**src/sv/aab_pkg.sv**
```systemverilog
// ----------------------------------------------------------------------------
// aab_pkg
// Shared types and constants for the ARGB alpha blend unit.
// ----------------------------------------------------------------------------
package aab_pkg;

    localparam int BYTE_W   = 8;
    localparam int LANES    = 4;
    localparam int PIX_W    = BYTE_W * LANES;
    localparam int MODE_W   = 2;
    localparam int CFG_IDX_W = 1;
    localparam int CFG_DATA_W = BYTE_W;
    localparam int PROD_W   = PIX_W + BYTE_W;
    localparam int WEIGHT_W = BYTE_W + 1;
    localparam int SUM_W    = 2 * BYTE_W;

    localparam logic [BYTE_W-1:0] ALPHA_OPAQUE  = 8'hFF;
    localparam logic [BYTE_W-1:0] OPACITY_RESET = 8'hFF;
    localparam logic [WEIGHT_W-1:0] WEIGHT_ONE  = 9'd256;

    typedef enum logic [MODE_W-1:0] {
        MODE_SRC_ALPHA = 2'd0,
        MODE_SCALED    = 2'd1,
        MODE_KEEP_DST  = 2'd2,
        MODE_CONST     = 2'd3
    } blend_mode_t;

    typedef enum logic [CFG_IDX_W-1:0] {
        REG_BLEND_MODE = 1'b0,
        REG_OPACITY    = 1'b1
    } cfg_reg_t;

    typedef struct packed {
        logic bypass;
        logic keep_alpha;
        logic eor;
    } lane_ctl_t;

endpackage

```
**src/sv/argb_alpha_blend_unit.sv**
```systemverilog
// ----------------------------------------------------------------------------
// argb_alpha_blend_unit
// Blends an ARGB8888 over pixel onto a base pixel, one word per clock.
//
// Each byte lane computes (d*(256-a) + s*a) >> 8 with d from base_pixel, s
// from over_pixel and a factor a chosen by blend_mode: 0 takes the over alpha
// and passes an opaque over pixel through unchanged, 1 takes
// (opacity*over_pixel)>>32, 2 takes the over alpha but keeps the base alpha
// byte, 3 takes opacity. The datapath is three register stages: factor
// selection (with the 8x32 opacity multiply), the per-lane weighted sums
// (a 9x8 and an 8x8 multiply per lane), and the output register that shifts
// and applies the bypass and alpha-keep rules. A word passes through the
// stage 1, stage 2 and output registers before out_valid rises, and the pipe
// accepts one word every clock while the output side keeps up; each stage
// refills as soon as the stage after it moves, so a stalled output still
// leaves room for up to two more words.
// Write blend_mode (index 0) and opacity (index 1) only while the pipe is
// empty; reset leaves mode 0 and opacity 255.
// ----------------------------------------------------------------------------
module argb_alpha_blend_unit
(
    input  logic                             clk,
    input  logic                             rst_n,
    // configuration write port
    input  logic                             cfg_we,
    input  logic [aab_pkg::CFG_IDX_W-1:0]    cfg_index,
    input  logic [aab_pkg::CFG_DATA_W-1:0]   cfg_data,
    // input words
    input  logic                             in_valid,
    output logic                             in_ready,
    input  logic [aab_pkg::PIX_W-1:0]        base_pixel,
    input  logic [aab_pkg::PIX_W-1:0]        over_pixel,
    input  logic                             end_of_run,
    // result words
    output logic                             out_valid,
    input  logic                             out_ready,
    output logic [aab_pkg::PIX_W-1:0]        blended_pixel,
    output logic                             end_of_run_out
);

    localparam int BW = aab_pkg::BYTE_W;
    localparam int NL = aab_pkg::LANES;

    // ------------------------------------------------------------------
    // Configuration registers
    // ------------------------------------------------------------------
    aab_pkg::blend_mode_t     mode_reg;
    logic [BW-1:0]            opacity_reg;

    always_ff @(posedge clk or negedge rst_n)
    begin
        if (!rst_n)
        begin
            mode_reg    <= aab_pkg::MODE_SRC_ALPHA;
            opacity_reg <= aab_pkg::OPACITY_RESET;
        end
        else if (cfg_we)
        begin
            case (aab_pkg::cfg_reg_t'(cfg_index))
                aab_pkg::REG_BLEND_MODE:
                    mode_reg <= aab_pkg::blend_mode_t'(cfg_data[aab_pkg::MODE_W-1:0]);
                aab_pkg::REG_OPACITY:
                    opacity_reg <= cfg_data;
                default:
                    ;
            endcase
        end
    end

    // ------------------------------------------------------------------
    // Stage enables: each stage loads when it is empty or drains forward
    // ------------------------------------------------------------------
    logic s1_valid_reg;
    logic s2_valid_reg;
    logic out_valid_reg;
    logic en1;
    logic en2;
    logic en3;

    assign en3      = !out_valid_reg || out_ready;
    assign en2      = !s2_valid_reg  || en3;
    assign en1      = !s1_valid_reg  || en2;
    assign in_ready = en1;

    // ------------------------------------------------------------------
    // Stage 1: pick the blend factor
    // ------------------------------------------------------------------
    logic [aab_pkg::PROD_W-1:0] scaled_prod;
    logic [BW-1:0]              factor_next;
    logic                       bypass_next;
    logic                       keep_next;

    logic [aab_pkg::PIX_W-1:0]  s1_base_reg;
    logic [aab_pkg::PIX_W-1:0]  s1_over_reg;
    logic [BW-1:0]              s1_factor_reg;
    aab_pkg::lane_ctl_t         s1_ctl_reg;

    assign scaled_prod = aab_pkg::PROD_W'(opacity_reg) * aab_pkg::PROD_W'(over_pixel);

    always_comb
    begin
        bypass_next = 1'b0;
        keep_next   = 1'b0;
        case (mode_reg)
            aab_pkg::MODE_SRC_ALPHA:
            begin
                factor_next = over_pixel[aab_pkg::PIX_W-1 -: BW];
                bypass_next = (over_pixel[aab_pkg::PIX_W-1 -: BW] == aab_pkg::ALPHA_OPAQUE);
            end
            aab_pkg::MODE_SCALED:
                factor_next = scaled_prod[aab_pkg::PROD_W-1 -: BW];
            aab_pkg::MODE_KEEP_DST:
            begin
                factor_next = over_pixel[aab_pkg::PIX_W-1 -: BW];
                keep_next   = 1'b1;
            end
            aab_pkg::MODE_CONST:
                factor_next = opacity_reg;
            default:
                factor_next = opacity_reg;
        endcase
    end

    always_ff @(posedge clk or negedge rst_n)
    begin
        if (!rst_n)
            s1_valid_reg <= 1'b0;
        else if (en1)
            s1_valid_reg <= in_valid;
    end

    always_ff @(posedge clk)
    begin
        if (en1 && in_valid)
        begin
            s1_base_reg           <= base_pixel;
            s1_over_reg           <= over_pixel;
            s1_factor_reg         <= factor_next;
            s1_ctl_reg.bypass     <= bypass_next;
            s1_ctl_reg.keep_alpha <= keep_next;
            s1_ctl_reg.eor        <= end_of_run;
        end
    end

    // ------------------------------------------------------------------
    // Stage 2: weighted sum per byte lane
    // ------------------------------------------------------------------
    logic [aab_pkg::WEIGHT_W-1:0]  inv_weight;
    logic [NL-1:0][aab_pkg::SUM_W-1:0] sum_next;

    logic [NL-1:0][aab_pkg::SUM_W-1:0] s2_sum_reg;
    logic [aab_pkg::PIX_W-1:0]     s2_over_reg;
    logic [BW-1:0]                 s2_base_alpha_reg;
    aab_pkg::lane_ctl_t            s2_ctl_reg;

    assign inv_weight = aab_pkg::WEIGHT_ONE - aab_pkg::WEIGHT_W'(s1_factor_reg);

    always_comb
    begin
        for (int k = 0; k < NL; k++)
        begin
            // sum stays below 65281, so the top bit of the 17-bit form is zero
            sum_next[k] = aab_pkg::SUM_W'(
                (17'(s1_base_reg[k*BW +: BW]) * 17'(inv_weight)) +
                (17'(s1_over_reg[k*BW +: BW]) * 17'(s1_factor_reg)));
        end
    end

    always_ff @(posedge clk or negedge rst_n)
    begin
        if (!rst_n)
            s2_valid_reg <= 1'b0;
        else if (en2)
            s2_valid_reg <= s1_valid_reg;
    end

    always_ff @(posedge clk)
    begin
        if (en2 && s1_valid_reg)
        begin
            s2_sum_reg        <= sum_next;
            s2_over_reg       <= s1_over_reg;
            s2_base_alpha_reg <= s1_base_reg[aab_pkg::PIX_W-1 -: BW];
            s2_ctl_reg        <= s1_ctl_reg;
        end
    end

    // ------------------------------------------------------------------
    // Stage 3: shift down, apply bypass and alpha keep, hold for output
    // ------------------------------------------------------------------
    logic [aab_pkg::PIX_W-1:0] mixed;
    logic [aab_pkg::PIX_W-1:0] pixel_next;
    logic [aab_pkg::PIX_W-1:0] pixel_reg;
    logic                      eor_reg;

    always_comb
    begin
        for (int k = 0; k < NL; k++)
            mixed[k*BW +: BW] = s2_sum_reg[k][aab_pkg::SUM_W-1 -: BW];

        if (s2_ctl_reg.bypass)
            pixel_next = s2_over_reg;
        else if (s2_ctl_reg.keep_alpha)
            pixel_next = {s2_base_alpha_reg, mixed[aab_pkg::PIX_W-BW-1:0]};
        else
            pixel_next = mixed;
    end

    always_ff @(posedge clk or negedge rst_n)
    begin
        if (!rst_n)
            out_valid_reg <= 1'b0;
        else if (en3)
            out_valid_reg <= s2_valid_reg;
    end

    always_ff @(posedge clk)
    begin
        if (en3 && s2_valid_reg)
        begin
            pixel_reg <= pixel_next;
            eor_reg   <= s2_ctl_reg.eor;
        end
    end

    assign out_valid      = out_valid_reg;
    assign blended_pixel  = pixel_reg;
    assign end_of_run_out = eor_reg;

    // ------------------------------------------------------------------
    // Assertions
    // ------------------------------------------------------------------
    // An empty first stage always takes a word.
    a_ready_when_empty: assert property (@(posedge clk) disable iff (!rst_n)
        !s1_valid_reg |-> in_ready)
        else $error("in_ready low with stage 1 empty");

    // A full pipe behind a stalled output takes nothing.
    a_full_stall: assert property (@(posedge clk) disable iff (!rst_n)
        (s1_valid_reg && s2_valid_reg && out_valid_reg && !out_ready) |-> !in_ready)
        else $error("word accepted into a full stalled pipe");

    // An opaque bypass word leaves exactly as it came in.
    a_bypass: assert property (@(posedge clk) disable iff (!rst_n)
        (en3 && s2_valid_reg && s2_ctl_reg.bypass) |=>
            (blended_pixel == $past(s2_over_reg)))
        else $error("opaque bypass word changed");

endmodule

```
**config.mk**
```make
export PLATFORM = sky130hd
export DESIGN_NAME = argb_alpha_blend_unit
export DESIGN_NICKNAME = d
export VERILOG_FILES = /design/src/sv/aab_pkg.sv /design/src/sv/argb_alpha_blend_unit.sv
export SDC_FILE = /design/constraint.sdc
export NUM_CORES = 2
export LEC_CHECK = 0
export BUFFER_PORTS_ARGS = -buffer_cell sky130_fd_sc_hd__buf_4
export CORE_ASPECT_RATIO = 0.9
export CORE_UTILIZATION = 55
export DETAILED_ROUTE_END_ITERATION = 7
export PLACE_DENSITY_LB_ADDON = 0.12
export SYNTH_ARGS = -nofsm -noshare
export SYNTH_HDL_FRONTEND = slang
export SYNTH_SLANG_ARGS = --single-unit
```
**constraint.sdc**
```tcl
create_clock -name clk -period 6.24 [get_ports clk]
set_clock_uncertainty 0.15 [all_clocks]
set_input_delay 0.624 -clock clk [delete_from_list [all_inputs] [get_ports clk]]
set_output_delay 0.624 -clock clk [all_outputs]
set_load 0.01 [all_outputs]
```
# ---- Word level (Yosys, flattened, before mapping)
# Index checks and enable logic that the tools add are counted.
dict set report classes {
  n_bitwise 1
  shift 0
  n_mul 9
  reduce_logical 13
  mux 4
  n_eq_ne 4
  n_div 0
  add_sub_neg 5
  n_lt_le_gt_ge 0
}
# op count
set op_table {}
lappend op_table {{adder 16 bit} 4}
lappend op_table {{multiplier 8 x 8 -> 16 bit} 4}
lappend op_table {{multiplier 8 x 9 -> 16 bit} 4}
lappend op_table {{two-way mux 32 bit} 2}
lappend op_table {{multiplier 8 x 32 -> 40 bit} 1}
lappend op_table {{one-hot mux 8 bit (3 select lines)} 1}
lappend op_table {{subtractor 9 x 8 -> 9 bit (first input constant)} 1}
lappend op_table {{equality test 8 bit (second input constant)} 1}
lappend op_table {{equality test 2 bit (second input constant)} 2}
lappend op_table {{AND reduction 2 bit} 2}
lappend op_table {{logical AND 1 bit} 3}
lappend op_table {{logical NOT 1 bit} 3}
lappend op_table {{logical OR 1 bit} 3}
lappend op_table {{equality test 2 x 1 -> 1 bit (second input constant)} 1}
lappend op_table {{logical NOT 2 bit} 1}
lappend op_table {{OR reduction 2 bit} 1}
lappend op_table {{two-way mux 1 bit} 1}
lappend op_table {{NOT 1 bit} 1}
dict set report totals {
  latchBits 0
  mem_bits_rw 0
  mem_count 0
  in_bits 79
  out_inout_bits 35
  romBits 0
  reg_bits 228
  word_cells 58
}

# ---- Logic depth before layout (Yosys ltp)
dict set report depth {
  word_depth 5
  mapped_depth 25
  depth_no_buf 22
}

# ---- Least setup slack after synthesis
# Ideal clock, no wire load.
dict set report synth_path {
  path_type {register -> register}
  start {register s1_factor_reg[0]}
  end {register s2_sum_reg, in the netlist mixed[23], data pin}
  path_slack_ns -0.430
  arrival_time_ns 6.254
  n_path_buf 3
  stages_incl_launch_ff 24
  period_less_slack_ns 6.670
  t_required_ns 5.824
  path_cell_list {edfxtp_1 clkbuf_1 inv_1 ha_1 nand2_1 or3_1 nor3_1 clkbuf_1 clkbuf_1 nand2_1 fa_1 fa_1 inv_1 fa_1 fa_1 fa_1 inv_1 fa_1 inv_1 ha_1 and3_1 a211oi_1 o41ai_1 xnor2_1}
}
# element line_no
set synth_rtl {}
lappend synth_rtl {{start, declared} argb_alpha_blend_unit.sv:95} ;# logic [BW-1:0] s1_factor_reg;
lappend synth_rtl {{start signal, assigned} argb_alpha_blend_unit.sv:138} ;# s1_factor_reg <= factor_next;
lappend synth_rtl {{end signal, assigned} argb_alpha_blend_unit.sv:181} ;# s2_sum_reg <= sum_next;
lappend synth_rtl {{end, declared} argb_alpha_blend_unit.sv:151} ;# logic [NL-1:0][aab_pkg::SUM_W-1:0] s2_sum_reg;

==> reports/results.txt <==
Clk buf depth -> 2
Yosys warns -> 0
DPL Wire Length -> 58500 um
Cts bufs inserted -> 17
Vias in the first global route -> 23506
Top-area cell type share of the netlist area -> 37.3%
Register-to-register setup slack -> -0.08 ns
Die ar. -> 57400 sq um
Synth area leader -> fa_1
Asr flop ratio synth -> 6.63%
Mapped Avg Cell Area -> 10.2 sq um
CTS sink count -> 196
H-tree levels -> 4
Commonest cells post-synth -> 668 x inv_1, 579 x fa_1, 508 x and2_1, 325 x nand2_1, 298 x ha_1
DRC -> 0
Max-cap violations -> 0
Die width -> 252 um
Post-route ant nets -> 0
Final Hold Viols -> 0
# rows -> 82
Total number of vias -> 21223
Final min period -> 6.32 ns
Vias/cell -> 5.36
Peak fanout along the critical path -> 5
Synth area leaders -> fa_1 37%, edfxtp_1 18%, ha_1 12%
Fill count -> 4546
WL per Instance -> 19.3 um
Largest net degree at the start of global routing -> 76
Worst slack at placement -> -0.211 ns
WS Path Type -> flip-flop to flip-flop
Layout area overhead -> 12.6%
GRT Total Usage -> 28.1%
Sequential share of the synthesized area -> 18.8%
Initial core utilization -> 55.7%
CTS clk-pin slew, worst paths -> 0.09 ns
Min-delay worst type -> input pin to flip-flop
Most instantiated library cell after synthesis -> inv_1
Synth Net Count -> 3998
Nets -> 4149
Final global-route overflow total -> 0
Worst setup EP type -> flip-flop
Worst-Margin Slew -> 1.12 ns
First-pass GRT wire length -> 123000 um
#FFs+latches synth -> 196
Pre-antenna DRT Iters -> 5
Critical Path Source Type -> flip-flop
Max Slew Vio Count -> 0
Placeable Area -> 55700 sq um
Clock latency at the later pin of the worst-skew pair -> 0.50 ns
Post-route setup slack -> -0.0787 ns
CTS root buf -> clkbuf_16
Post-synth cell types -> 55
Period utilization -> 101%
Number of synthesized flops with an enable pin -> 183
Setup TNS -> -0.409 ns
Fmax -> 0.158 GHz
Post-Synthesis Cell Area -> 31000 sq um
Most used DFF post-synth -> edfxtp_1
Chip height -> 227 um
Ant diodes -> 0
Initial drt markers -> 1093
RSZ-0062 raised after global routing -> true
WP data arrival -> 6.42 ns
Port Buffers -> 113
Count of final setup violators -> 10
Placer Congestion -> 0.854
Num ports -> 114
Mapped Cells -> 3042
Outcome -> finished with violations
Req. time, crit path -> 6.34 ns
Failing checks -> setup timing
CTS tree -> built
Max-slew headroom -> 25.1%
Layout cell share with drive strength beyond 1 -> 14.1%
Initial antenna violation count -> 4
Routed WL -> 76500 um
## metal layers
layer  global-route usage, %  share of wire (%)
met5                       0              0.044
met4                    9.74                3.2
met3                    4.87                5.9
met2                    47.6                 49
met1                    36.6                 42
## cells in the final DEF (no fill, tap or decap), drive strengths merged, types with 13 or more instances in the layout
cell	synthesis	routed
inv	668	677
fa	579	579
and2	508	508
nand2	325	325
ha	298	298
buf	17	246
edfxtp	183	183
xnor2	46	46
nor2	37	37
mux2	34	34
o21ai	30	30
a21oi	24	24
clkbuf	102	22
xor2	18	18
nor3	17	17
nand4	14	14
nand3	13	13
## through the flow
step,std cells,utilization (%),hold WS (ns),instance area [sq um]
2_1_floorplan,3042,-,0.178,31200
3_3_place_gp,3893,60.0,0.254,33400
3_5_place_dp,3893,60.0,0.255,33400
4_1_cts,3936,61.5,0.108,34300
5_1_grt,3962,62.7,0.121,35000
6_report,3962,62.7,0.146,35000
## path summary, 6_finish.rpt
path                                       start              to  depth (start not counted)
worst max-delay path            s1_factor_reg[1]       mixed[31]                         25
worst min-delay path               base_pixel[8]  s1_base_reg[8]                          1
max in group asynchronous                  rst_n  opacity_reg[5]                          2
worst min register to register     s2_ctl_reg[0]  end_of_run_out                          0
worst max register to register  s1_factor_reg[1]       mixed[31]                         25
min in group asynchronous                  rst_n     mode_reg[0]                          2
## critical path: stages, from the launching register on
cell	delay (ns)
edfxtp_1	0.42
inv_2	0.10
ha_4	0.14
nand2_2	0.04
or3_4	0.36
xor2_4	0.19
buf_6	0.14
buf_8	0.12
buf_6	0.10
nand2_2	0.05
fa_1	0.51
fa_1	0.43
fa_1	0.51
inv_2	0.04
fa_1	0.47
fa_1	0.51
inv_1	0.05
fa_1	0.51
inv_2	0.05
ha_4	0.20
o21ai_2	0.05
nand2b_1	0.11
a31o_4	0.27
a211oi_4	0.29
o41ai_2	0.13
xnor2_1	0.13
## cell type report
class | count | area (sq um) | area share, %
Multi-Input combinational cell | 2059 | 23000 | 65.7
Inverter | 668 | 2510 | 7.17
Clock buffer | 18 | 429 | 1.23
Clock inverter | 14 | 174 | 0.498
Sequential cell | 196 | 5830 | 16.7
Timing Repair Buffer | 251 | 2090 | 5.98
Tap cell | 756 | 946 | 2.71
## kinds of logic (layout without fill, tap and decap cells)
logic type / Yosys count / in the layout / share of synthesized area, %
and+or+nand+nor: 952 / 952 / 16.2
adders and majority gates: 877 / 877 / 49.4
buffers and inverters: 787 / 951 / 9.54
DFF: 196 / 196 / 18.8
AOI/OAI and AO/OA: 121 / 121 / 2.70
xor gates and xnor gates: 64 / 64 / 1.81
muxes: 45 / 45 / 1.59
## repair_timing
action	CTS	global route
endpoints found under the hold margin	13	0
gates resized for setup	35	102
hold buffers	1	0
cloned	0	4
endpoints found under the setup margin	24	28
setup buffers	10	23
pin swaps	27	65
Power is left out: the tool's default activity adds up to more than one toggle a clock period on the data nets, which glitch-free logic cannot reach.
